### config.mk
export PLATFORM = sky130hd
export DESIGN_NAME = rcmix_lane
export DESIGN_NICKNAME = d
export VERILOG_FILES = /design/src/rtl/core/rcmix_pkg.sv /design/src/rtl/core/rcmix_lane.sv
export SDC_FILE = /design/constraint.sdc
export NUM_CORES = 2
export LEC_CHECK = 0
export ABC_CLOCK_PERIOD_IN_PS = 8350
export BUFFER_PORTS_ARGS = -buffer_cell sky130_fd_sc_hd__buf_2
export CAP_MARGIN = 20
export CORE_MARGIN = 10
export CORE_UTILIZATION = 40
export DETAILED_ROUTE_END_ITERATION = 16
export HOLD_SLACK_MARGIN = 0.12
export SLEW_MARGIN = 15
export SYNTH_ARGS = -nofsm -noshare
export SYNTH_HDL_FRONTEND = slang
export SYNTH_SLANG_ARGS = --single-unit
### constraint.sdc
create_clock -name clk -period 8.35 [get_ports clk]
set_input_delay 0 -clock clk [delete_from_list [all_inputs] [get_ports clk]]
set_output_delay 0 -clock clk [all_outputs]
set_load 0.01 [all_outputs]
### src/rtl/core/rcmix_pkg.sv
package rcmix_pkg;

    localparam int NCH   = 12;
    localparam int NLANE = 6;

    localparam logic [11:0] CH_MIN      = 12'd172;
    localparam logic [11:0] CH_MAX      = 12'd1811;
    localparam logic [11:0] ELEVON_MID  = 12'd992;
    localparam logic [7:0]  TRIM_CENTRE = 8'd127;

    localparam logic [2:0] MODE_RTAE   = 3'd0;
    localparam logic [2:0] MODE_AETR   = 3'd1;
    localparam logic [2:0] MODE_ELEVON = 3'd2;
    localparam logic [2:0] MODE_DRIFT  = 3'd3;
    localparam logic [2:0] MODE_CAL    = 3'd4;

    localparam logic [2:0] CFG_MODE          = 3'd0;
    localparam logic [2:0] CFG_TRIM_THROTTLE = 3'd1;
    localparam logic [2:0] CFG_TRIM_YAW      = 3'd2;
    localparam logic [2:0] CFG_TRIM_PITCH    = 3'd3;
    localparam logic [2:0] CFG_TRIM_ROLL     = 3'd4;

    localparam logic [3:0] IDX_BACK = 4'd14;
    localparam logic [3:0] IDX_OK   = 4'd15;

    localparam logic [2:0] LANE_THR  = 3'd0;
    localparam logic [2:0] LANE_YAW  = 3'd1;
    localparam logic [2:0] LANE_PIT  = 3'd2;
    localparam logic [2:0] LANE_ROL  = 3'd3;
    localparam logic [2:0] LANE_AUX2 = 3'd4;
    localparam logic [2:0] LANE_AUX3 = 3'd5;

    // per-lane map constants; recip is floor(2^32 / dvs)
    typedef struct packed {
        logic [11:0] base;
        logic        inv;
        logic [10:0] span;
        logic [12:0] dvs;
        logic [20:0] recip;
        logic [10:0] lo;
        logic        trim_en;
    } lane_cfg_t;

    typedef struct packed {
        logic [11:0] adc_throttle;
        logic [11:0] adc_yaw;
        logic [11:0] adc_pitch;
        logic [11:0] adc_roll;
        logic        aux_one;
        logic [11:0] aux_two_adc;
        logic [11:0] aux_three_adc;
        logic        aux_four;
        logic        aux_five;
        logic        aux_six;
        logic        button_back;
        logic        button_ok;
    } sample_t;

    typedef struct packed {
        logic [NCH-1:0][11:0] val;
        logic [NCH-1:0][3:0]  idx;
        logic [3:0]           count;
        logic                 raw;
    } frame_t;

    function automatic lane_cfg_t lane_cfg(input logic [2:0] lane, input logic drift);
        lane_cfg_t c;
        c.base    = 12'd0;
        c.inv     = 1'b0;
        c.span    = 11'd1639;
        c.dvs     = 13'd4096;
        c.recip   = 21'd1048576;
        c.lo      = 11'd172;
        c.trim_en = 1'b0;
        case (lane)
            LANE_THR:
            begin
                c.base    = 12'd650;
                c.dvs     = 13'd2855;
                c.recip   = 21'd1504366;
                c.trim_en = 1'b1;
            end
            LANE_YAW:
            begin
                c.base    = 12'd3777;
                c.inv     = 1'b1;
                c.dvs     = 13'd3227;
                c.recip   = 21'd1330947;
                c.trim_en = 1'b1;
            end
            LANE_PIT:
            begin
                c.base    = 12'd3705;
                c.inv     = 1'b1;
                c.dvs     = 13'd3340;
                c.recip   = 21'd1285918;
                c.trim_en = 1'b1;
                if (drift)
                begin
                    c.span = 11'd289;
                    c.lo   = 11'd822;
                end
            end
            LANE_ROL:
            begin
                c.base    = 12'd580;
                c.dvs     = 13'd2965;
                c.recip   = 21'd1448555;
                c.trim_en = 1'b1;
            end
            default:
            begin
                c.base = 12'd0;
            end
        endcase
        return c;
    endfunction

endpackage

### src/rtl/core/rcmix_lane.sv
module rcmix_lane
    import rcmix_pkg::*;
(
    input  logic        clk,
    input  lane_cfg_t   cfg,
    input  logic [7:0]  trim,
    input  logic [11:0] x,
    output logic [10:0] value
);

    localparam logic signed [13:0] CLAMP_LO = 14'(CH_MIN);
    localparam logic signed [13:0] CLAMP_HI = 14'(CH_MAX);

    logic signed [12:0] diff;
    logic signed [23:0] prod;
    logic [22:0] mag_reg, mag_next;
    logic        neg_reg, neg_next;

    logic [43:0] scaled;
    logic [11:0] qest_reg, qest_next;
    logic [22:0] mag_b_reg;
    logic        neg_b_reg;

    logic [24:0] qd;
    logic [24:0] rem;
    logic [11:0] q_reg, q_next;
    logic        neg_c_reg;

    logic signed [13:0] sq;
    logic signed [9:0]  toff;
    logic signed [13:0] sum;
    logic [10:0] value_reg, value_next;

    // product of offset and span, split into magnitude and sign
    always_comb
    begin
        if (cfg.inv)
            diff = $signed({1'b0, cfg.base}) - $signed({1'b0, x});
        else
            diff = $signed({1'b0, x}) - $signed({1'b0, cfg.base});
        prod     = diff * $signed({1'b0, cfg.span});
        neg_next = prod[23];
        mag_next = prod[23] ? 23'(-prod) : prod[22:0];
    end

    // reciprocal estimate, at most one short of the true quotient
    always_comb
    begin
        scaled    = 44'(mag_reg) * 44'(cfg.recip);
        qest_next = scaled[43:32];
    end

    // one correction step
    always_comb
    begin
        qd  = 25'(qest_reg) * 25'(cfg.dvs);
        rem = {2'b00, mag_b_reg} - qd;
        if (rem >= {12'd0, cfg.dvs})
            q_next = qest_reg + 12'd1;
        else
            q_next = qest_reg;
    end

    // sign and offset; trim and clamp on the trim-enabled lanes only
    always_comb
    begin
        sq   = neg_c_reg ? -$signed({2'b00, q_reg}) : $signed({2'b00, q_reg});
        toff = ($signed({2'b00, trim}) - $signed({2'b00, TRIM_CENTRE})) <<< 1;
        sum  = sq + $signed({3'b000, cfg.lo}) + (cfg.trim_en ? 14'(toff) : 14'sd0);
        value_next = sum[10:0];
        if (cfg.trim_en)
        begin
            if (sum < CLAMP_LO)
                value_next = CH_MIN[10:0];
            else if (sum > CLAMP_HI)
                value_next = CH_MAX[10:0];
        end
    end

    always_ff @(posedge clk)
    begin
        mag_reg   <= mag_next;
        neg_reg   <= neg_next;
        qest_reg  <= qest_next;
        mag_b_reg <= mag_reg;
        neg_b_reg <= neg_reg;
        q_reg     <= q_next;
        neg_c_reg <= neg_b_reg;
        value_reg <= value_next;
    end

    assign value = value_reg;

endmodule

==> metrics <==
status complete, no violations; Setup CP Type reg -> reg; Worst Clk Skew 0.0163 ns; most common cell after layout, fill and taps aside inv_1; routed vias/inst 4.95; RR Startpoint qest_reg[1]; final instance area 0.0330 sq mm; P&R area growth vs syn 6.23%; global route overflow 0; GRT Total Usage 17.6%; startpoint types register; Post-DP HPWL 62600 microns; DIE AREA 0.0891 sq mm; top cells by area, synth fa_1, ha_1, inv_1, nand2_1, and2_1; final hold violations 0; slew at the pin with the worst max-slew slack 1.10 ns; initial antenna violation count 4; Seq/Total Area, Yosys 5.42%; WL per Instance 16.7 microns; Clk Tree Root Cell clkbuf_16; Post-synth ARST share 0%; worst min-delay path category in -> reg; CTS tree built; synthesized instance count 3503; first-pass GRT wire length 129000 microns; DRT Wirelength 76100 microns; std cell rows 102; Min Hold Slack 0.189 ns; CP required 8.59 ns; Synthesized Nets 4596; fmax 0.130 GHz; Slew Limit Headroom 26.7%; average size of a mapped cell 8.86 sq um; synth warn 0; # clock sinks 84; leading area contributor after synthesis fa_1; gp weighted congestion 0.865; Final period util 92.3%; fin util 42.7%; nets 4607; Worst EP arrival 7.94 ns; Clock Tree Buf Depth 2; delay-heaviest family, CP adder cells; mux share of post-synthesis cell area 0.436%; CP dominant cell by count fa_1; chip width 299 microns; Worst Path Buf+Inv 3; FF+latch area 0.00168 sq mm; multi-input combinational cell area 0.0257 sq mm; register bit total from synthesis 84; TritonCTS buffer count 9; Die Ht 299 microns; share of cells above drive strength 1 5.68%; Yosys top cell area share 43.4%; max incr delay on CP 0.81 ns; most frequent cells in the layout inv_1, fa_1, nand2_1, ha_1, and2_1; Fillers 7680; Worst Setup End Kind register; setup repair after global routing missed its margin no; ys flop type dfxtp_1; Post-DRT Antenna Nets 0; drt pass-1 iters 5; Post-synth EDFFs 0; H-tree levels 3; max-slew violation count 0; vias in the first global route 24100; minimum clock period 7.71 ns; Max FO, Critical Path 17; Clock Latency Late Sink 0.36 ns; I/O pins 102; Setup crit start qest_reg[1]; post-place instance area 0.0326 sq mm; Initial Util 40.2%; final number of setup-violating endpoints 0; port bufs 101; worst hold start cfg[46]; Adder-Cell Fraction of Synth Area 56.7%; maximum capacitance violations 0; Mapped Area 0.0310 sq mm; largest net degree at the start of global routing 24; Compound-Gate Fraction of Synth Area 6.36%; simple-gate share of the synthesized area 16.0%; Clock Pin Slew Worst Setup and Hold Paths 0.07 ns; number of DRC markers in iteration 0 1102; setup TNS 0 ns; via count 22600; Core ar. 0.0772 sq mm; post-synth cell types 83; Synth Area in XOR/XNOR 3.41%; Slowest-stage cell, CP dfxtp_1; main combinational cell family by area after synthesis adder cells; DRC Markers 0
repair_timing:
action,CTS,global route
endpoints found under the setup margin,0,7
buffers inserted,0,3
hold buffers,2,0
hold endpoints to repair,4,0
gates resized for setup,0,3
tightest hold or removal path, stage by stage:
cell      delay (ns)
buf_2           0.21
nand2b_1        0.17
inv_1           0.09
cells in the mapped netlist (all sizes together), types with 3 or more instances:
| library cell | n |
|---|---|
| o211a | 3 |
| a221oi | 4 |
| o31a | 6 |
| o21ai | 58 |
| o31ai | 9 |
| a21oi | 64 |
| xor2 | 45 |
| mux2i | 9 |
| mux2 | 4 |
| nor3 | 21 |
| and2 | 274 |
| inv | 803 |
| a21boi | 9 |
| dfxtp | 84 |
| a211oi | 16 |
| and4 | 6 |
| o21a | 16 |
| a21o | 36 |
| a221o | 3 |
| nand2 | 561 |
| or3 | 5 |
| o22ai | 4 |
| nand2b | 20 |
| buf | 14 |
| nor4b | 3 |
| xnor2 | 71 |
| a2111oi | 6 |
| a31oi | 10 |
| o211ai | 9 |
| nand3 | 24 |
| nor4 | 3 |
| o21bai | 7 |
| ha | 330 |
| fa | 672 |
| or2 | 4 |
| nand4 | 16 |
| nand3b | 4 |
| a211o | 4 |
| and3 | 6 |
| clkbuf | 140 |
| nor2b | 23 |
| nor2 | 66 |
path summary, 6_finish.rpt:
path                            cells after the start    endpoint  slack [ns]
worst min-delay path                                3  mag_reg[0]        0.19
worst max-delay path                               25    q_reg[1]        0.64
worst max register to register                     25    q_reg[1]        0.64
worst min register to register                      0   neg_b_reg        0.40
cells by family after synthesis:
| group | count (synthesis) |
|---|---|
| mux | 13 |
| xor+xnor | 117 |
| buf+inv | 957 |
| fa+ha+maj | 1002 |
| flops | 84 |
| compound gates | 285 |
| simple gates | 1045 |
layer usage:
layer  share of wire [%]  GRT usage (%)  up-vias
met2                  48           30.1      483
met5               0.035              0        -
li1                    -              -    10500
met4                 1.5           2.98        4
met1                  46           24.4    11500
met3                 4.5           1.68       64
area by class of cell:
cell class                      instances  share of cell area, %
Tap cell                             1040                   3.95
Inverter                              803                   9.16
Timing Repair Buffer                  154                   2.76
Sequential cell                        84                   5.10
Multi-Input combinational cell       2462                   78.1
Antenna cell                            2                 0.0152
Clock buffer                            9                  0.683
Clock inverter                          7                  0.262
metrics by stage:
| step | instances | setup slack (ns) |
|---|---|---|
| 6_report | 4561 | 0.642 |
| 5_1_grt | 4559 | 0.0168 |
| 4_1_cts | 4556 | 0.666 |
| 3_5_place_dp | 4538 | 0.341 |
| 3_3_place_gp | 4538 | 0.484 |
| 2_1_floorplan | 3503 | 1.18 |
Power is left out: the tool's default activity adds up to more than one toggle a clock period on the data nets, which glitch-free logic cannot reach.
