$ cat src/rtl/core/rcmix_pkg.sv
package rcmix_pkg;

    localparam int NCH   = 12;
    localparam int NLANE = 6;

    localparam logic [11:0] CH_MIN      = 12'd172;
    localparam logic [11:0] CH_MAX      = 12'd1811;
    localparam logic [11:0] ELEVON_MID  = 12'd992;
    localparam logic [7:0]  TRIM_CENTRE = 8'd127;

    localparam logic [2:0] MODE_RTAE   = 3'd0;
    localparam logic [2:0] MODE_AETR   = 3'd1;
    localparam logic [2:0] MODE_ELEVON = 3'd2;
    localparam logic [2:0] MODE_DRIFT  = 3'd3;
    localparam logic [2:0] MODE_CAL    = 3'd4;

    localparam logic [2:0] CFG_MODE          = 3'd0;
    localparam logic [2:0] CFG_TRIM_THROTTLE = 3'd1;
    localparam logic [2:0] CFG_TRIM_YAW      = 3'd2;
    localparam logic [2:0] CFG_TRIM_PITCH    = 3'd3;
    localparam logic [2:0] CFG_TRIM_ROLL     = 3'd4;

    localparam logic [3:0] IDX_BACK = 4'd14;
    localparam logic [3:0] IDX_OK   = 4'd15;

    localparam logic [2:0] LANE_THR  = 3'd0;
    localparam logic [2:0] LANE_YAW  = 3'd1;
    localparam logic [2:0] LANE_PIT  = 3'd2;
    localparam logic [2:0] LANE_ROL  = 3'd3;
    localparam logic [2:0] LANE_AUX2 = 3'd4;
    localparam logic [2:0] LANE_AUX3 = 3'd5;

    // per-lane map constants; recip is floor(2^32 / dvs)
    typedef struct packed {
        logic [11:0] base;
        logic        inv;
        logic [10:0] span;
        logic [12:0] dvs;
        logic [20:0] recip;
        logic [10:0] lo;
        logic        trim_en;
    } lane_cfg_t;

    typedef struct packed {
        logic [11:0] adc_throttle;
        logic [11:0] adc_yaw;
        logic [11:0] adc_pitch;
        logic [11:0] adc_roll;
        logic        aux_one;
        logic [11:0] aux_two_adc;
        logic [11:0] aux_three_adc;
        logic        aux_four;
        logic        aux_five;
        logic        aux_six;
        logic        button_back;
        logic        button_ok;
    } sample_t;

    typedef struct packed {
        logic [NCH-1:0][11:0] val;
        logic [NCH-1:0][3:0]  idx;
        logic [3:0]           count;
        logic                 raw;
    } frame_t;

    function automatic lane_cfg_t lane_cfg(input logic [2:0] lane, input logic drift);
        lane_cfg_t c;
        c.base    = 12'd0;
        c.inv     = 1'b0;
        c.span    = 11'd1639;
        c.dvs     = 13'd4096;
        c.recip   = 21'd1048576;
        c.lo      = 11'd172;
        c.trim_en = 1'b0;
        case (lane)
            LANE_THR:
            begin
                c.base    = 12'd650;
                c.dvs     = 13'd2855;
                c.recip   = 21'd1504366;
                c.trim_en = 1'b1;
            end
            LANE_YAW:
            begin
                c.base    = 12'd3777;
                c.inv     = 1'b1;
                c.dvs     = 13'd3227;
                c.recip   = 21'd1330947;
                c.trim_en = 1'b1;
            end
            LANE_PIT:
            begin
                c.base    = 12'd3705;
                c.inv     = 1'b1;
                c.dvs     = 13'd3340;
                c.recip   = 21'd1285918;
                c.trim_en = 1'b1;
                if (drift)
                begin
                    c.span = 11'd289;
                    c.lo   = 11'd822;
                end
            end
            LANE_ROL:
            begin
                c.base    = 12'd580;
                c.dvs     = 13'd2965;
                c.recip   = 21'd1448555;
                c.trim_en = 1'b1;
            end
            default:
            begin
                c.base = 12'd0;
            end
        endcase
        return c;
    endfunction

endpackage

$ cat src/rtl/core/rcmix_emit.sv
module rcmix_emit
    import rcmix_pkg::*;
(
    input  logic        clk,
    input  logic        rst_n,
    input  frame_t      frame,
    input  logic        frame_valid,
    output logic        take,
    output logic        result_valid,
    output logic [3:0]  channel_index,
    output logic [11:0] channel_value,
    output logic        raw_reading,
    output logic        last_channel
);

    logic [3:0]           cnt_reg, cnt_next;
    logic [NCH-1:0][11:0] val_reg, val_next;
    logic [NCH-1:0][3:0]  idx_reg, idx_next;
    logic                 raw_reg, raw_next;

    // a waiting frame moves in on the last result of the one going out, or at once when idle
    assign take = frame_valid && (cnt_reg <= 4'd1);

    always_comb
    begin
        cnt_next = cnt_reg;
        val_next = val_reg;
        idx_next = idx_reg;
        raw_next = raw_reg;
        if (take)
        begin
            cnt_next = frame.count;
            val_next = frame.val;
            idx_next = frame.idx;
            raw_next = frame.raw;
        end
        else if (cnt_reg != 4'd0)
        begin
            cnt_next = cnt_reg - 4'd1;
            val_next = val_reg >> 12;
            idx_next = idx_reg >> 4;
        end
    end

    always_ff @(posedge clk or negedge rst_n)
    begin
        if (!rst_n)
            cnt_reg <= 4'd0;
        else
            cnt_reg <= cnt_next;
    end

    always_ff @(posedge clk)
    begin
        val_reg <= val_next;
        idx_reg <= idx_next;
        raw_reg <= raw_next;
    end

    assign result_valid  = (cnt_reg != 4'd0);
    assign channel_index = idx_reg[0];
    assign channel_value = val_reg[0];
    assign raw_reading   = raw_reg;
    assign last_channel  = (cnt_reg == 4'd1);

endmodule

$ cat config.mk
export PLATFORM = sky130hd
export DESIGN_NAME = rcmix_emit
export DESIGN_NICKNAME = d
export VERILOG_FILES = /design/src/rtl/core/rcmix_pkg.sv /design/src/rtl/core/rcmix_emit.sv
export SDC_FILE = /design/constraint.sdc
export NUM_CORES = 1
export LEC_CHECK = 0
export ABC_AREA = 1
export BUFFER_PORTS_ARGS = -buffer_cell sky130_fd_sc_hd__buf_2
export CAP_MARGIN = 20
export CORE_UTILIZATION = 53
export CTS_CLUSTER_SIZE = 28
export DETAILED_ROUTE_END_ITERATION = 6
export GPL_TIMING_DRIVEN = 1
export PLACE_DENSITY = 0.82
export SLEW_MARGIN = 40
export SYNTH_ARGS = -nofsm -noshare
export SYNTH_HDL_FRONTEND = slang
export SYNTH_SLANG_ARGS = --single-unit
$ cat constraint.sdc
create_clock -name clk -period 9.05 [get_ports clk]
set_clock_uncertainty 0.1 [all_clocks]
set_input_delay 2.2625 -clock clk [delete_from_list [all_inputs] [get_ports clk]]
set_output_delay 2.2625 -clock clk [all_outputs]
set_load 0.1 [all_outputs]
==> flow_metrics.tcl, run 1 <==
set metrics [dict create \
    status "complete, no violations" \
    drtIter0Drc 546 \
    die_width_um 129 \
    clock_path_buffers 2 \
    die_h_um 129 \
    gp_congestion 0.793 \
    cap_violations 0 \
    cts_sinks 197 \
    clock_latency_ns 0.42 \
    viasPerCell 4.73 \
    wl_per_cell_um 12.8 \
    syn_to_final_growth_pct 19.8 \
    p_clk_share_pct 22.2 \
    crit_path_end_kind "output port" \
    numCtsBuffers 17 \
    cts_resized 0 \
    powerDensity_mw_per_mm2 314 \
    root_buffer "clkbuf_16" \
    grt_usage_pct 19.7 \
    netlist_top_cells_area "edfxtp_1 68%, nand2_1 24%, buf_4 2.4%" \
    die_area_mm2 0.0166 \
    switching_share_pct 33.2 \
    netlist_area_mm2 0.00853 \
    antenna_found_initial 2 \
    cp_common_cell "buf_2" \
    hold_viol_final 0 \
    final_common_cell "nand2_1" \
    finalSetupViolCount 0 \
    holdBufCountCts 0 \
    vias 5998 \
    drive_gt1_share_pct 24.3 \
    grt-ovfl-total 0 \
    seqPwrFrac_pct 49.5 \
    place_inst 1235 \
    layout.nets 1241 \
    start_util_pct 54.1 \
    tightest_slew_ns 0.759 \
    rsz0062_at_grt "false" \
    grt_pass1_vias 5564 \
    cp.required_ns 6.69 \
    antenna_cells 0 \
    stdcell_count 1267 \
    internal_power_uw 2150 \
    hpwl_mm 10.3 \
    arrival_ns 3.52 \
    grt_max_degree 119 \
    crit_path_max_fanout 28 \
    setup_slack_ns 3.17 \
    port_buffers 219 \
    clk_pin_slew_ns 0.07 \
    p_leak_uw 0.00518 \
    post-route-drc-count 0 \
    p_switching_uw 1070 \
    synth_largest_area_cell "edfxtp_1" \
    ys_seq_area_share_pct 69.1 \
    final_cell_mix "538 x nand2_1, 219 x buf_2, 193 x edfxtp_1, 22 x inv_1, 21 x nor2_1" \
    worstHoldPathType "reg -> reg" \
    fin_tns_setup_ns 0 \
    io_pins 220 \
    ys.warnings.count 0 \
    slowest_delay_ns 0.46 \
    peakVddDrop_uv 213 \
    finalMaxSlewViolations 0 \
    ant_nets 0 \
    post_cts.repair.setup_buffers 0 \
    fin_crit_sh_pct 65.0 \
    ys_seq_elements 197 \
    firstDrtPassIters 5 \
    combPwrFrac_pct 28.4 \
    largest_reg_flops 132 \
    core_mm2 0.0158 \
    path_cells "buf_2, inv_1, nor2_4, buf_8, buf_2" \
    cpMaxStageDelayCell "buf_2" \
    critPathKind "in -> out" \
    synth_top_cell_area_share_pct 68.0 \
    cts_tree "done" \
    rows 46 \
    maxSlewHeadroom_pct 49.4 \
    startpoint_type "primary input" \
    fmax_ghz 0.170 \
    wl_mm 16.2 \
    place_ws_ns 2.92 \
    grt_pass1_wl_mm 25.2 \
    cts_htree_levels 4 \
    syn_area_per_cell_um2 10.0 \
    fin_crit_ns 5.88 \
    syn_inst 849 \
    syn_nets 1051 \
    synth_cell_types 17 \
]
-- area by class of cell --
type                       count  area (um2)
timing repair buffer         227        1190
clock inverter                10         109
inverter                      22        82.6
sequential                   197        5900
tap                          216         270
fill                        1297        5560
multi-input combinational    574        2230
clock buffer                  21         440
-- path summary, 6_finish.rpt --
check / cells after the start / startpoint / slack [ns] / endpoint
setup reg to reg: 8 / cnt_reg[0] / 6.40 / val_reg[104]
hold / removal: 2 / val_reg[108] / 0.41 / val_reg[96]
min in group asynchronous: 1 / rst_n / 1.53 / cnt_reg[1]
setup / recovery: 5 / frame_valid / 3.17 / take
max in group asynchronous: 1 / rst_n / 7.20 / cnt_reg[0]
hold reg to reg: 2 / val_reg[108] / 0.41 / val_reg[96]
-- metal layers --
| layer | part of all wire [%] | up-vias | track usage [%] |
|---|---|---|---|
| li1 | - | 3073 | - |
| met1 | 42 | 2687 | 23.7 |
| met2 | 48 | 204 | 32.5 |
| met3 | 8.2 | 30 | 7.36 |
| met4 | 1.8 | 4 | 6.99 |
| met5 | 0.14 | - | 0 |
-- kinds of logic after synthesis --
logic type	Yosys count	share of synthesized area, %
AOI/OAI and AO/OA	3	0.264
xor gates and xnor gates	1	0.103
adders and majority gates	2	0.293
buffers and inverters	78	4.95
DFF	197	69.1
and+or+nand+nor	568	25.3
-- metrics by stage --
| step | area (um2) | power (uW) | utilization [%] | hold slack (ns) |
|---|---|---|---|---|
| after floorplan | 8530 | 2390 | - | 0.388 |
| final | 10200 | 3210 | 64.8 | 0.414 |
| after detailed placement | 9650 | 2520 | 61.2 | 0.400 |
| after global placement | 9620 | 2470 | 61.0 | 0.397 |
| after CTS | 10200 | 3240 | 64.7 | 0.413 |
| after global routing | 10200 | 3400 | 64.8 | 0.432 |
-- synth_stat cells (all sizes together) --
library cell / instances
buf: 49
dfrtp: 4
nor3b: 1
o211ai: 1
edfxtp: 193
nand3: 6
nand2: 538
clkbuf: 7
a21oi: 1
inv: 22
xor2: 1
ha: 2
o21ai: 1
nor2: 23
-- critical path, delay by kind of cell --
kind                   cells  cell delay, ns
buffers and inverters      4            0.92
AND/OR/NAND/NOR            1            0.32
-- power groups by stage --
stage,clock (uW),combinational (uW),sequential [uW]
floorplan,0,779,1610
global placement,0,878,1590
detailed placement,0,915,1610
CTS,730,918,1590
global route,760,1010,1620
finish,712,912,1590
Note: power is estimated with default switching activity, not from simulation.
==> run 2: changes to the inputs <==
CORE_UTILIZATION = 48   (was 53)
PLACE_DENSITY = 0.78   (was 0.82)
clock period = 4.73 ns   (was 9.05 ns; I/O delays follow)
==> run 2 against run 1 <==
Sequential power up 91%. Register-to-register slack worse by 4.1 ns. Die area is 10% higher. Critical path type is now reg -> out. Combinational power up 93%. Non-clock buffer count fell by 2. Worst hold slack hardly changed.
==> flow_metrics.tcl, run 2 (same netlist as run 1, synthesis figures left out) <==
set metrics [dict create \
    grt-ovfl-total 0 \
    die_width_um 135 \
    stdcell_count 1276 \
    grt.met2_usage_pct 30.8 \
    post_cts.repair.setup_buffers 0 \
    p_clk_share_pct 22.5 \
    drtIter0Drc 374 \
    cts_htree_levels 4 \
    hpwl_mm 10.6 \
    antenna_found_initial 3 \
    holdPathStages 2 \
    cp.required_ns 3.45 \
    cpMaxStageDelayCell "buf_2" \
    vias 5980 \
    grt_max_degree 135 \
    fin_tns_setup_ns 0 \
    holdBufCountCts 0 \
    tightest_slew_ns 0.754 \
    reg2reg_from "cnt_reg[0]" \
    path_cells "inv_1, ha_1, o21ai_1, nor2_4, buf_2" \
    die_area_mm2 0.0183 \
    hold_viol_final 0 \
    finalMaxSlewViolations 0 \
    fin_crit_ns 3.38 \
    grt_use_met3_pct 5.99 \
    final_cell_mix "538 x nand2_1, 219 x buf_2, 193 x edfxtp_1, 22 x inv_1, 21 x nor2_1" \
    reg2regPathDepth 4 \
    numCtsBuffers 17 \
    slowest_delay_ns 0.46 \
    status "complete, no violations" \
    post-route-drc-count 0 \
    finalSetupViolCount 0 \
    fin_crit_sh_pct 71.4 \
    root_buffer "clkbuf_16" \
    viasPerCell 4.69 \
    utilization_pct 59.3 \
    whs_ns 0.414 \
    grt_usage_pct 18.5 \
    gp_congestion 0.749 \
    peakVddDrop_uv 463 \
    clock_latency_ns 0.42 \
    switching_share_pct 34.2 \
    arrival_ns 2.09 \
    grt_use_met1_pct 22.5 \
    cts_tree "done" \
    cap_violations 0 \
    grt_pass1_vias 5629 \
    largest_reg_flops 132 \
    clock_path_buffers 2 \
    hold_start "val_reg[43]" \
    fmax_ghz 0.296 \
    grt_pass1_wl_mm 26.1 \
    ant_nets 0 \
    p_switching_uw 2120 \
    rsz0062_at_grt "false" \
    path_depth 5 \
    seqPwrFrac_pct 49.1 \
    start_util_pct 49.3 \
    syn_to_final_growth_pct 20.2 \
    r2r_end "val_reg[61]" \
    port_buffers 219 \
    cpLargestDelayFamily "buffers and inverters" \
    maxSlewHeadroom_pct 49.7 \
    die_h_um 135 \
    startpoint_type "flop" \
    wl_mm 16.7 \
    cts_resized 0 \
    p_leak_uw 0.00518 \
    critical_path_buf_inv_count 2 \
    powerDensity_mw_per_mm2 604 \
    clk_pin_slew_ns 0.07 \
    wl_per_cell_um 13.1 \
    io_pins 220 \
    whs_endpoint "val_reg[31]" \
    r2r_slack_ns 2.31 \
    final_common_cell "nand2_1" \
    grt.busiest_layer "met2" \
    fillCellCount 1466 \
    cts_sinks 197 \
    multiInputGateArea_mm2 0.00223 \
    layout.nets 1239 \
    core_mm2 0.0173 \
    firstDrtPassIters 4 \
    regArea_mm2 0.00590 \
    crit_path_max_fanout 5 \
    critPathKind "reg -> out" \
    place_inst 1243 \
    crit_path_end_kind "output port" \
    worstHoldPathType "reg -> reg" \
    drive_gt1_share_pct 24.8 \
    rows 48 \
    internal_power_uw 4080 \
    combPwrFrac_pct 28.3 \
]
## run 2: cell count changes in the layout (fill, tap and decap cells not counted), sizes merged
| cell | change |
|---|---|
| clkbuf | -5 |
| clkinvlp | +2 |
| inv | +4 |
| diode | +1 |
| bufinv | -1 |
| buf | -1 |
## run 2: power groups by stage
stage	clock, uW	sequential, uW	combinational (uW)
3_5_place_dp	0	3080	1770
5_1_grt	1480	3110	1970
3_3_place_gp	0	3060	1690
2_1_floorplan	0	3050	1500
6_report	1390	3040	1760
4_1_cts	1430	3050	1770
## run 2: final cells by class
cell class              count  share of cell area [%]
flip-flops and latches    197                    57.5
well taps                 225                    2.75
inverters                  22                   0.805
clock buffers              17                    4.15
diodes                      1                  0.0244
multi-input cells         574                    21.8
repair buffers            225                    11.6
clock inverters            15                    1.44
## run 2: per-stage QoR
step / power [uW] / setup slack (ns) / cell area (um2)
4_1_cts: 6250 / 1.35 / 10200
3_3_place_gp: 4750 / 1.41 / 9670
5_1_grt: 6560 / 1.25 / 10300
6_report: 6190 / 1.35 / 10300
2_1_floorplan: 4540 / 0.607 / 8540
3_5_place_dp: 4850 / 1.42 / 9670
## run 2: worst max-delay path by stage
stage	startpoint	endpoint	slack, ns
detailed placement	frame_valid	take	1.42
global route	cnt_reg[0]	take	1.25
floorplan	cnt_reg[1]	last_channel	0.61
CTS	cnt_reg[0]	take	1.35
finish	cnt_reg[0]	take	1.35
global placement	frame_valid	take	1.41
## run 2: worst min-delay path, cell delays in order, from the launching register on
cell	delay (ns)
edfxtp_1	0.32
nand2_1	0.05
nand2_1	0.05
## run 2: metal layers
metal  up-vias  routed length (um)
met5         -                  13
met4         2                 295
met3        25                1320
met2       202                8060
met1      2675                7020
li1       3076                   -
