### src/rtl/core/rcmix_pkg.sv
package rcmix_pkg;

    localparam int NCH   = 12;
    localparam int NLANE = 6;

    localparam logic [11:0] CH_MIN      = 12'd172;
    localparam logic [11:0] CH_MAX      = 12'd1811;
    localparam logic [11:0] ELEVON_MID  = 12'd992;
    localparam logic [7:0]  TRIM_CENTRE = 8'd127;

    localparam logic [2:0] MODE_RTAE   = 3'd0;
    localparam logic [2:0] MODE_AETR   = 3'd1;
    localparam logic [2:0] MODE_ELEVON = 3'd2;
    localparam logic [2:0] MODE_DRIFT  = 3'd3;
    localparam logic [2:0] MODE_CAL    = 3'd4;

    localparam logic [2:0] CFG_MODE          = 3'd0;
    localparam logic [2:0] CFG_TRIM_THROTTLE = 3'd1;
    localparam logic [2:0] CFG_TRIM_YAW      = 3'd2;
    localparam logic [2:0] CFG_TRIM_PITCH    = 3'd3;
    localparam logic [2:0] CFG_TRIM_ROLL     = 3'd4;

    localparam logic [3:0] IDX_BACK = 4'd14;
    localparam logic [3:0] IDX_OK   = 4'd15;

    localparam logic [2:0] LANE_THR  = 3'd0;
    localparam logic [2:0] LANE_YAW  = 3'd1;
    localparam logic [2:0] LANE_PIT  = 3'd2;
    localparam logic [2:0] LANE_ROL  = 3'd3;
    localparam logic [2:0] LANE_AUX2 = 3'd4;
    localparam logic [2:0] LANE_AUX3 = 3'd5;

    // per-lane map constants; recip is floor(2^32 / dvs)
    typedef struct packed {
        logic [11:0] base;
        logic        inv;
        logic [10:0] span;
        logic [12:0] dvs;
        logic [20:0] recip;
        logic [10:0] lo;
        logic        trim_en;
    } lane_cfg_t;

    typedef struct packed {
        logic [11:0] adc_throttle;
        logic [11:0] adc_yaw;
        logic [11:0] adc_pitch;
        logic [11:0] adc_roll;
        logic        aux_one;
        logic [11:0] aux_two_adc;
        logic [11:0] aux_three_adc;
        logic        aux_four;
        logic        aux_five;
        logic        aux_six;
        logic        button_back;
        logic        button_ok;
    } sample_t;

    typedef struct packed {
        logic [NCH-1:0][11:0] val;
        logic [NCH-1:0][3:0]  idx;
        logic [3:0]           count;
        logic                 raw;
    } frame_t;

    function automatic lane_cfg_t lane_cfg(input logic [2:0] lane, input logic drift);
        lane_cfg_t c;
        c.base    = 12'd0;
        c.inv     = 1'b0;
        c.span    = 11'd1639;
        c.dvs     = 13'd4096;
        c.recip   = 21'd1048576;
        c.lo      = 11'd172;
        c.trim_en = 1'b0;
        case (lane)
            LANE_THR:
            begin
                c.base    = 12'd650;
                c.dvs     = 13'd2855;
                c.recip   = 21'd1504366;
                c.trim_en = 1'b1;
            end
            LANE_YAW:
            begin
                c.base    = 12'd3777;
                c.inv     = 1'b1;
                c.dvs     = 13'd3227;
                c.recip   = 21'd1330947;
                c.trim_en = 1'b1;
            end
            LANE_PIT:
            begin
                c.base    = 12'd3705;
                c.inv     = 1'b1;
                c.dvs     = 13'd3340;
                c.recip   = 21'd1285918;
                c.trim_en = 1'b1;
                if (drift)
                begin
                    c.span = 11'd289;
                    c.lo   = 11'd822;
                end
            end
            LANE_ROL:
            begin
                c.base    = 12'd580;
                c.dvs     = 13'd2965;
                c.recip   = 21'd1448555;
                c.trim_en = 1'b1;
            end
            default:
            begin
                c.base = 12'd0;
            end
        endcase
        return c;
    endfunction

endpackage

### src/rtl/core/rcmix_merge.sv
module rcmix_merge
    import rcmix_pkg::*;
(
    input  logic                   clk,
    input  logic                   rst_n,
    input  logic                   load,
    input  logic                   take,
    input  logic [2:0]             mode,
    input  sample_t                sample,
    input  logic [NLANE-1:0][10:0] lane_val,
    output frame_t                 frame,
    output logic                   frame_valid
);

    logic   pend_valid_reg, pend_valid_next;
    frame_t frame_reg, frame_next;

    logic [11:0] thr, yaw, pit, rol;
    logic signed [12:0] ev_a, ev_b;

    function automatic logic [11:0] sw_val(input logic level);
        return level ? CH_MAX : CH_MIN;
    endfunction

    function automatic logic [11:0] ev_clamp(input logic signed [12:0] v);
        logic [11:0] r;
        r = v[11:0];
        if (v < $signed({1'b0, CH_MIN}))
            r = CH_MIN;
        else if (v > $signed({1'b0, CH_MAX}))
            r = CH_MAX;
        return r;
    endfunction

    always_comb
    begin
        thr  = {1'b0, lane_val[LANE_THR]};
        yaw  = {1'b0, lane_val[LANE_YAW]};
        pit  = {1'b0, lane_val[LANE_PIT]};
        rol  = {1'b0, lane_val[LANE_ROL]};
        ev_a = $signed({1'b0, rol}) + $signed({1'b0, pit}) - $signed({1'b0, ELEVON_MID});
        ev_b = $signed({1'b0, ELEVON_MID}) - $signed({1'b0, rol}) + $signed({1'b0, pit});

        for (int i = 0; i < NCH; i++)
            frame_next.idx[i] = 4'(i);
        frame_next.idx[10] = IDX_BACK;
        frame_next.idx[11] = IDX_OK;

        frame_next.raw    = 1'b0;
        frame_next.val[0] = yaw;
        frame_next.val[1] = thr;
        frame_next.val[2] = rol;
        frame_next.val[3] = pit;
        frame_next.val[4] = sw_val(sample.aux_one);
        frame_next.val[5] = {1'b0, lane_val[LANE_AUX2]};
        frame_next.val[6] = {1'b0, lane_val[LANE_AUX3]};
        frame_next.val[7] = sw_val(sample.aux_four);
        frame_next.val[8] = sw_val(sample.aux_five);
        frame_next.val[9] = sw_val(sample.aux_six);
        frame_next.val[10] = sw_val(sample.button_back);
        frame_next.val[11] = sw_val(sample.button_ok);

        case (mode)
            MODE_RTAE, MODE_DRIFT:
            begin
                frame_next.count = 4'd12;
            end
            MODE_AETR:
            begin
                frame_next.val[0] = rol;
                frame_next.val[1] = pit;
                frame_next.val[2] = thr;
                frame_next.val[3] = yaw;
                frame_next.count  = 4'd10;
            end
            MODE_ELEVON:
            begin
                frame_next.val[2] = ev_clamp(ev_a);
                frame_next.val[3] = ev_clamp(ev_b);
                frame_next.count  = 4'd10;
            end
            MODE_CAL:
            begin
                frame_next.val[0] = sample.adc_throttle;
                frame_next.val[1] = sample.adc_yaw;
                frame_next.val[2] = sample.adc_pitch;
                frame_next.val[3] = sample.adc_roll;
                frame_next.raw    = 1'b1;
                frame_next.count  = 4'd4;
            end
            default:
            begin
                frame_next.count = 4'd0;
            end
        endcase
    end

    always_comb
    begin
        pend_valid_next = pend_valid_reg;
        if (load)
            pend_valid_next = 1'b1;
        else if (take)
            pend_valid_next = 1'b0;
    end

    always_ff @(posedge clk or negedge rst_n)
    begin
        if (!rst_n)
            pend_valid_reg <= 1'b0;
        else
            pend_valid_reg <= pend_valid_next;
    end

    always_ff @(posedge clk)
    begin
        if (load)
            frame_reg <= frame_next;
    end

    assign frame       = frame_reg;
    assign frame_valid = pend_valid_reg;

endmodule

### config.mk
export PLATFORM = sky130hd
export DESIGN_NAME = rcmix_merge
export DESIGN_NICKNAME = d
export VERILOG_FILES = /design/src/rtl/core/rcmix_pkg.sv /design/src/rtl/core/rcmix_merge.sv
export SDC_FILE = /design/constraint.sdc
export NUM_CORES = 1
export LEC_CHECK = 0
export BUFFER_PORTS_ARGS = -buffer_cell sky130_fd_sc_hd__clkbuf_2
export CAP_MARGIN = 30
export CORE_UTILIZATION = 30
export DETAILED_ROUTE_END_ITERATION = 8
export PLACE_DENSITY = 0.69
export SLEW_MARGIN = 5
export SYNTH_ARGS = -nofsm -noshare
export SYNTH_HDL_FRONTEND = slang
export SYNTH_SLANG_ARGS = --single-unit
### constraint.sdc
create_clock -name clk -period 0.8 [get_ports clk]
set_input_delay 0.08 -clock clk [delete_from_list [all_inputs] [get_ports clk]]
set_output_delay 0.08 -clock clk [all_outputs]
set_load 0.01 [all_outputs]
==> results.yml, run 1 <==
power_and_ir_drop:
  power.leakage_nw: 4.74
  powerDensity_nw_per_um2: 1630
  ir_worst_vdd_uv: 1150
  power.total_w: 0.0169
detailed_routing:
  drc: 0
  wl_met3_mm: 1.15
  wl_per_cell_um: 18.1
  ant_nets: 0
  m1WireLength_mm: 9.31
  drtIter0Drc: 289
  vias: 6733
  viasPerCell: 4.90
  met2_length_mm: 13.4
  drt_pass1_iterations: 7
  routed.top_layer: "met4"
  wl_mm: 24.8
clocking:
  clk_pin_slew_worst_paths_ns: 0.06
  cts_tree: "built"
  cts_sinks: 87
  cts-root-buf: "clkbuf_16"
  cts_buffers: 9
  clk_latency_ns: 0.33
  clk_path_buf_depth: 2
  cts.htree.levels: 3
setup_path:
  cpLargestDelayFamily: "compound AO/OA/AOI/OAI gates"
  slowest_stage: "a311oi_2"
  arrival_ns: 2.65
  worst_ep_required_time_ns: 0.87
  end_kind: "flop"
  start_kind: "input pin"
  path_class: "in -> reg"
  slowest_delay_ns: 0.38
  crit_buf_inv: 2
  critical_path.max_fanout: 4
  path_cells: "clkbuf_16, nor3_1, nand2_1, xnor2_1, ha_1, o21a_1, o211a_1, buf_4, a311oi_2, nor2_1, a41oi_2, nand2b_4, nand3_2"
floorplan:
  dieArea_sq_um: 21800
  io_pins: 349
  die_y_um: 148
  coreArea_sq_um: 20500
  die_width_um: 148
  row_count: 52
  initial_utilization: 0.310
sta:
  skew_ns: 0
  drv_slew: 0
  finalHoldViolCount: 0
  period_share: 3.23
  slew_headroom: 0.643
  layout_min_cycle_time_ns: 2.58
  whs_ns: 0.0331
  grt_setup_unrepaired: "true"
  worst_pin_slew_ns: 0.530
  finalSetupViolations: 179
  worst_slack_ns: -1.78
  fmax_ghz: 0.387
yosys:
  syn_area_sq_um: 6360
  ys_types: 60
  synth_ff_type: "edfxtp_1"
  syn_inst: 676
  synthArstFlopShare: 0.0115
  synth.avg_cell_area_sq_um: 9.41
  ys_seq_area_frac: 0.410
  ys_warn_count: 0
  ys_seq_elements: 87
  synth_edf_count: 86
placement:
  numPortBuffers: 261
  gp_congestion: 0.917
  post-place-cells: 1304
  place_area_sq_um: 8890
  place_hpwl_mm: 19.7
grt:
  grt_first_pass_wirelength_mm: 36.0
  grt_pass1_vias: 6485
  grt_max_degree: 21
  antenna_found_initial: 1
  overflow: 0
  grtUsageTotal: 0.220
run:
  max_cap_viol_count: 0
finish:
  largest_reg_flops: 86
  area_delta_synth_final_pct: 63.4
  final_cells: 1374
  drive_gt1_frac: 0.537
  final_design_area_no_fill_sq_um: 10400
  fin_nets: 1283
  utilization: 0.507
hold_path:
  holdCritPathClass: "in -> reg"
outcome:
  status: "finished, violations left"
  violations: "negative setup slack"
==> metal layers <==
layer,GRT usage,vias to the layer above
met5,0,-
met3,0.0278,57
met4,0.0907,0
met2,0.425,292
li1,-,3152
met1,0.240,3232
==> through the flow <==
stage | setup slack (ns) | setup TNS (ns)
CTS | -1.81 | -66.36
finish | -1.78 | -63.95
detailed placement | -2.18 | -61.22
global route | -1.89 | -71.48
global placement | -2.14 | -59.99
floorplan | -1.75 | -46.25
==> cell usage after synthesis (7+ instances only) <==
cell      number  area [sq um]
a21oi_1       43           215
and2_1         8          50.1
buf_4        111           833
clkbuf_1      19          71.3
edfxtp_1      86          2580
ha_1          32           400
inv_1         29           109
nand2_1       30           113
nand3_1       21           105
nor2_1        62           233
nor2b_1        7          43.8
nor3_1         7          35.0
o21a_1         7          52.6
o21ai_0       52           260
o22ai_1       43           269
xnor2_1       16           140
xor2_1        11          96.3
==> power breakdown <==
group | internal [W] | switching, W | total [W]
clock | 0.00245 | 0.00182 | 0.00426
sequential | 0.00552 | 0.000208 | 0.00573
combinational | 0.00334 | 0.00359 | 0.00692
total | 0.0113 | 0.00561 | 0.0169
==> path summary, 6_finish.rpt <==
check | end | start | depth (start not counted) | slack, ns
worst min register to register | frame_valid$_DFFE_PN0P_ | frame_valid$_DFFE_PN0P_ | 1 | 0.50
worst max-delay path | frame[92]$_DFFE_PP_ | lane_val[34] | 13 | -1.78
worst max register to register | frame_valid$_DFFE_PN0P_ | frame_valid$_DFFE_PN0P_ | 1 | 0.13
worst min-delay path | frame[100]$_DFFE_PP_ | sample[41] | 2 | 0.03
min in group asynchronous | frame_valid$_DFFE_PN0P_ | rst_n | 2 | 0.07
max in group asynchronous | frame_valid$_DFFE_PN0P_ | rst_n | 2 | 0.65
==> cell type report <==
class,instances,area (sq um)
inverter,29,136
fill,1889,10100
clock inverter,6,70.1
timing repair buffer,483,3350
tap,270,338
antenna,1,2.50
clock buffer,10,229
sequential,87,2610
multi-input combinational,488,3650
==> repair_timing <==
action                     4_1_cts  5_1_grt
setup endpoints to repair      179      183
pin swaps                       24       29
hold endpoints to repair        36        0
setup buffers                   13        9
gates cloned                     4        0
gates resized for setup        110      113
hold buffers                    30        0
==> logic make-up (layout without fill, tap and decap cells) <==
logic type / Yosys count / count (layout) / share of synthesized area
AOI/OAI and AO/OA: 202 / 202 / 0.201
buffers and inverters: 163 / 528 / 0.162
and+or+nand+nor: 160 / 161 / 0.118
DFF: 87 / 87 / 0.410
adders and majority gates: 34 / 34 / 0.0693
xor gates and xnor gates: 27 / 27 / 0.0372
other: 2 / 64 / 0.00118
muxes: 1 / 1 / 0.00157
==> cells in the final DEF, fill, tap and decap left out, types with 6 or more instances in the layout <==
cell type and instances:
xnor2_1 13, nor2_4 26, and2_1 6, conb_1 63
o21a_1 7, nand3_1 16, inv_1 24, a21oi_2 25
nand2_1 28, dlygate4sd3_1 30, buf_4 166, nor2_2 6
buf_2 57, xor2_1 11, clkbuf_16 12, nor2_1 30
buf_6 15, ha_1 25, buf_12 10, o21ai_1 13
o22ai_1 39, o21ai_0 39, a21oi_1 18, clkbuf_2 197
edfxtp_1 86
No activity file was read; power rests on OpenSTA's default activity.
==> run 2: changes to the inputs <==
- ABC_AREA: not set -> 1
- PLACE_DENSITY: 0.69 -> 0.68
- clock period: 0.8 -> 3 ns (I/O delays scaled with it)
==> results.yml, run 2 <==
hold_path:
  holdCritPathClass: "in -> reg"
yosys:
  syn_inst: 797
  ys_types: 44
  synthTopCellsByArea: "edfxtp_1 39%, nand2_1 13%, buf_4 13%, inv_1 6.3%, ha_1 6.1%"
  synth_edf_count: 86
  synthTopCellsByCount: "229 x nand2_1, 111 x buf_4, 109 x inv_1, 86 x edfxtp_1, 37 x nor2_1"
  ys_seq_elements: 87
  ys_seq_area_frac: 0.399
  synth.avg_cell_area_sq_um: 8.21
  synth.most_common_cell: "nand2_1"
  synth_largest_area_cell: "edfxtp_1"
  synthArstFlopShare: 0.0115
  synth_ff_type: "edfxtp_1"
  synth_top_area_share: 0.395
  ys_warn_count: 0
  syn_area_sq_um: 6540
detailed_routing:
  ant_nets: 0
  m1WireLength_mm: 7.76
  routed.top_layer: "met5"
  drt_pass1_iterations: 6
  wl_met3_mm: 1.53
  met2_length_mm: 10.9
  drtIter0Drc: 426
  wl_per_cell_um: 16.2
  wl_mm: 21.5
  vias: 6043
  viasPerCell: 4.55
  drc: 0
finish:
  final_common_cell: "clkbuf_2"
  mostFrequentLayoutCells: "260 x clkbuf_2, 228 x nand2_1, 109 x inv_1"
  drive_gt1_frac: 0.341
  largest_reg_flops: 86
  fin_nets: 1229
  area_delta_synth_final_pct: 25.4
  final_design_area_no_fill_sq_um: 8200
power_and_ir_drop:
  seq_power_share: 0.391
  p_sw_w: 0.00129
  powerDensity_nw_per_um2: 474
  power.leakage_nw: 4.25
  switching_share: 0.332
  ir_worst_vdd_uv: 350
  power.total_w: 0.00389
  p_int_w: 0.00260
  p_comb_frac: 0.324
  p_clk_frac: 0.285
placement:
  gp_congestion: 0.925
  numPortBuffers: 261
  place_area_sq_um: 7810
  place_hpwl_mm: 18.6
floorplan:
  dieArea_sq_um: 22400
  coreArea_sq_um: 21200
  row_count: 53
  initial_utilization: 0.308
  die_width_um: 150
  die_y_um: 150
  io_pins: 349
clocking:
  cts-root-buf: "clkbuf_16"
  clk_pin_slew_worst_paths_ns: 0.07
  cts_sinks: 87
  cts_tree: "built"
  cts_buffers: 9
  cts.htree.levels: 3
  clk_path_buf_depth: 2
  clk_latency_ns: 0.32
grt:
  grt_first_pass_wirelength_mm: 31.0
  grtUsageTotal: 0.190
  grt_max_degree: 63
  overflow: 0
  grt_pass1_vias: 5568
  antenna_found_initial: 5
sta:
  period_share: 0.915
  drv_slew: 0
  worst_pin_slew_ns: 0.768
  finalHoldViolCount: 0
  layout_min_cycle_time_ns: 2.74
  slew_headroom: 0.486
  skew_ns: 0
  fmax_ghz: 0.364
  finalSetupViolations: 0
setup_path:
  arrival_ns: 2.78
  crit_top_cell: "nand2_1"
  worst_ep_required_time_ns: 3.04
  path_class: "in -> reg"
  critical_path.max_fanout: 6
  start_kind: "input pin"
  end_kind: "flop"
  slowest_delay_ns: 0.38
  slowest_stage: "fa_1"
  path_cells: "clkbuf_2, buf_4, ha_1, ha_1, inv_1, fa_1, inv_1, nand3_1, nand2_1, nand2_1, nand2_1, inv_1, nand2_1, nand2_1, nand2_1, nand4_2, nor2_4, nor3_4, o21ai_1, nand3b_1"
run:
  max_cap_viol_count: 0
outcome:
  status: "complete, no violations"
[run 2: cell types whose count changed in the layout (fill, tap and decap cells not counted), sizes merged, moves of 13 or more]
| cell | change |
|---|---|
| buf | -212 |
| nand2 | +208 |
| inv | +85 |
| clkbuf | +59 |
| o22ai | -43 |
| o21ai | -34 |
| a21oi | -29 |
| dlygate4sd3 | -29 |
| nor2 | -23 |
| o211ai | +23 |
| nand3 | +13 |
| nand4 | +13 |
| xnor2 | -13 |
[run 2: worst max-delay path: cells and delay by family]
kind	cells	cell delay, ns
AOI/OAI and AO/OA	1	0.11
adders and majority gates	3	0.82
buffers and inverters	5	0.48
and+or+nand+nor	11	1.07
[run 2: area by class of cell]
cell class	instances	area, sq um
sequential	87	2610
tap	275	344
clock inverter	6	70.1
antenna	3	7.51
timing repair buffer	301	1620
multi-input combinational	531	2890
fill	2234	13000
clock buffer	10	229
inverter	114	430
[run 2: power by group through the flow]
stage	Clock [W]	Sequential [W]	Combinational (W)
3_3_place_gp	0	0.00155	0.00122
5_1_grt	0.00119	0.00153	0.00140
4_1_cts	0.00113	0.00152	0.00124
6_report	0.00111	0.00152	0.00126
2_1_floorplan	0	0.00160	0.000776
3_5_place_dp	0	0.00155	0.00123
[run 2: cell families after synthesis]
group	share of synthesized area
xor gates and xnor gates	0.0172
AOI/OAI and AO/OA	0.0740
adders and majority gates	0.0673
and+or+nand+nor	0.237
other	0.00115
DFF	0.399
buffers and inverters	0.205
[run 2: final timing paths]
path                                          from                       to  slack (ns)  cells after the start
max                                   lane_val[34]      frame[77]$_DFFE_PP_        0.26                     20
min                                   lane_val[58]     frame[128]$_DFFE_PP_        0.15                      1
max reg2reg                frame_valid$_DFFE_PN0P_  frame_valid$_DFFE_PN0P_        2.38                      2
min reg2reg                frame_valid$_DFFE_PN0P_  frame_valid$_DFFE_PN0P_        0.54                      2
max in group asynchronous                    rst_n  frame_valid$_DFFE_PN0P_        2.63                      2
min in group asynchronous                    rst_n  frame_valid$_DFFE_PN0P_        0.29                      2
[run 2: what timing repair did]
item,in CTS,in global routing
resized for setup,0,16
buffers inserted,0,1
hold endpoints to repair,1,0
endpoints found under the setup margin,0,11
hold buffers,1,0
[run 2: per-stage QoR]
step           worst slack [ns]  instances  setup TNS (ns)  hold slack, ns  utilization
2_1_floorplan             0.272        858               0         0.00441            -
3_3_place_gp            -0.0631       1306          -0.324          0.0748        0.368
3_5_place_dp            -0.0916       1306          -0.892          0.0756        0.368
4_1_cts                   0.256       1323               0           0.136        0.383
5_1_grt                -0.00233       1327        -0.00378           0.129        0.387
6_report                  0.255       1327               0           0.147        0.387
[run 2: per-layer routing]
| layer | vias up | GRT usage |
|---|---|---|
| met5 | - | 0 |
| met4 | 4 | 0.118 |
| met3 | 67 | 0.0345 |
| met2 | 316 | 0.342 |
| met1 | 2741 | 0.205 |
| li1 | 2915 | - |
==> run 3: changes to the inputs <==
- clock period: 3 -> 2.8 ns (I/O delays scaled with it)
==> results.yml, run 3 (synthesis results as in run 2) <==
outcome:
  status: "complete, no violations"
sta:
  layout_min_cycle_time_ns: 2.63
  slew_headroom: 0.445
  whs_ns: 0.117
  drv_slew: 0
  finalSetupViolations: 0
  skew_ns: 0
  worst_pin_slew_ns: 0.829
  fmax_ghz: 0.380
  finalHoldViolCount: 0
  period_share: 0.940
hold_path:
  hp-start: "lane_val[53]"
  hold_end: "frame[122]$_DFFE_PP_"
  holdCritPathClass: "in -> reg"
  holdPathStages: 1
floorplan:
  dieArea_sq_um: 22400
  initial_utilization: 0.308
  die_y_um: 150
  die_width_um: 150
  row_count: 53
  coreArea_sq_um: 21200
  io_pins: 349
power_and_ir_drop:
  p_sw_w: 0.00141
  p_clk_frac: 0.281
  power.leakage_nw: 4.40
  power.total_w: 0.00427
  powerDensity_nw_per_um2: 504
  switching_share: 0.330
  p_int_w: 0.00286
  ir_worst_vdd_uv: 371
  seq_power_share: 0.382
  p_comb_frac: 0.338
placement:
  place_area_sq_um: 8050
  numPortBuffers: 261
  post-place-cells: 1338
  gp_congestion: 0.922
  place_hpwl_mm: 18.8
finish:
  fin_nets: 1262
  largest_reg_flops: 86
  drive_gt1_frac: 0.371
  final_common_cell: "clkbuf_2"
  final_cells: 1358
  mostFrequentLayoutCells: "260 x clkbuf_2, 223 x nand2_1, 109 x inv_1"
  utilization: 0.400
  area_delta_synth_final_pct: 29.7
  final_design_area_no_fill_sq_um: 8480
detailed_routing:
  viasPerCell: 4.47
  wl_mm: 21.7
  wl_per_cell_um: 16.0
  ant_nets: 0
  drtIter0Drc: 344
  drt_pass1_iterations: 5
  drc: 0
  vias: 6072
grt:
  overflow: 0
  grt_first_pass_wirelength_mm: 31.2
  antenna_found_initial: 1
  grtUsageTotal: 0.191
  grt_max_degree: 59
  grt_pass1_vias: 5551
clocking:
  cts_buffers: 9
  cts-root-buf: "clkbuf_16"
  clk_pin_slew_worst_paths_ns: 0.07
  clk_path_buf_depth: 2
  clk_latency_ns: 0.33
  cts_sinks: 87
  cts_tree: "built"
  cts.htree.levels: 3
setup_path:
  crit-reg2reg-capture: "frame_valid$_DFFE_PN0P_"
  arrival_ns: 2.72
  r2r.worst_path.cells: 2
  end_kind: "flop"
  path_class: "in -> reg"
  worst_r2r_startpoint: "frame_valid$_DFFE_PN0P_"
  critical_path.max_fanout: 9
  start_kind: "input pin"
  r2r_setup_slack_ns: 2.20
  worst_ep_required_time_ns: 2.89
run:
  max_cap_viol_count: 0
==> run 3: how the worst max path moves through the flow <==
| stage | startpoint | endpoint | slack, ns | cells after the start |
|---|---|---|---|---|
| 6_report | lane_val[33] | frame[92]$_DFFE_PP_ | 0.17 | 23 |
| 5_1_grt | lane_val[33] | frame[92]$_DFFE_PP_ | -0.03 | 23 |
| 3_3_place_gp | lane_val[34] | frame[92]$_DFFE_PP_ | -0.21 | 24 |
| 2_1_floorplan | lane_val[33] | frame[91]$_DFFE_PP_ | 0.09 | 23 |
| 4_1_cts | lane_val[34] | frame[92]$_DFFE_PP_ | 0.12 | 24 |
| 3_5_place_dp | lane_val[34] | frame[92]$_DFFE_PP_ | -0.24 | 24 |
==> run 3: critical path, cell delays in order <==
cell and delay [ns]:
clkbuf_2 0.09, buf_4 0.13, nor3_2 0.16, nand3_2 0.16, nand3_2 0.11, xor2_1 0.17, ha_1 0.30, inv_1 0.09
o21ai_0 0.09, nor2_1 0.13, nand2_2 0.10, nand3_2 0.08, nand2_1 0.05, nand2_1 0.08, nand2_1 0.09, inv_1 0.09
nand3_2 0.09, nand2_2 0.09, nand2_4 0.08, nand2_1 0.07, nand2_1 0.04, nand2_1 0.05, nand2_1 0.06
==> run 3: area by class of cell <==
type	count	area, sq um
Timing Repair Buffer	334	1870
Tap cell	275	344
Clock inverter	6	70.1
Fill cell	2249	12700
Antenna cell	1	2.50
Inverter	114	430
Clock buffer	10	229
Multi-Input combinational cell	531	2930
Sequential cell	87	2610
==> run 3: repair_timing <==
item,CTS,global route
setup buffers,0,2
gates resized for setup,0,26
hold buffers,1,0
endpoints found under the setup margin,0,15
hold endpoints to repair,1,0
==> run 3: stage by stage <==
stage	TNS [ns]	setup WS (ns)
floorplan	0	0.0923
global route	-0.0665	-0.0324
detailed placement	-3.53	-0.242
finish	0	0.167
global placement	-2.79	-0.209
CTS	0	0.116
==> run 3: power by group through the flow <==
stage | sequential [W] | clock [W] | combinational, W
final | 0.00163 | 0.00120 | 0.00144
after global routing | 0.00164 | 0.00127 | 0.00160
after CTS | 0.00163 | 0.00123 | 0.00141
after detailed placement | 0.00166 | 0 | 0.00140
after global placement | 0.00166 | 0 | 0.00139
after floorplan | 0.00171 | 0 | 0.000832
==> run 3: metal layers <==
metal | vias to the layer above | global-route usage | routed length [um]
met3 | 45 | 0.0284 | 1320
met2 | 293 | 0.356 | 11500
met4 | 0 | 0.0879 | 831
met5 | - | 0 | 0
li1 | 2972 | - | -
met1 | 2762 | 0.212 | 8110
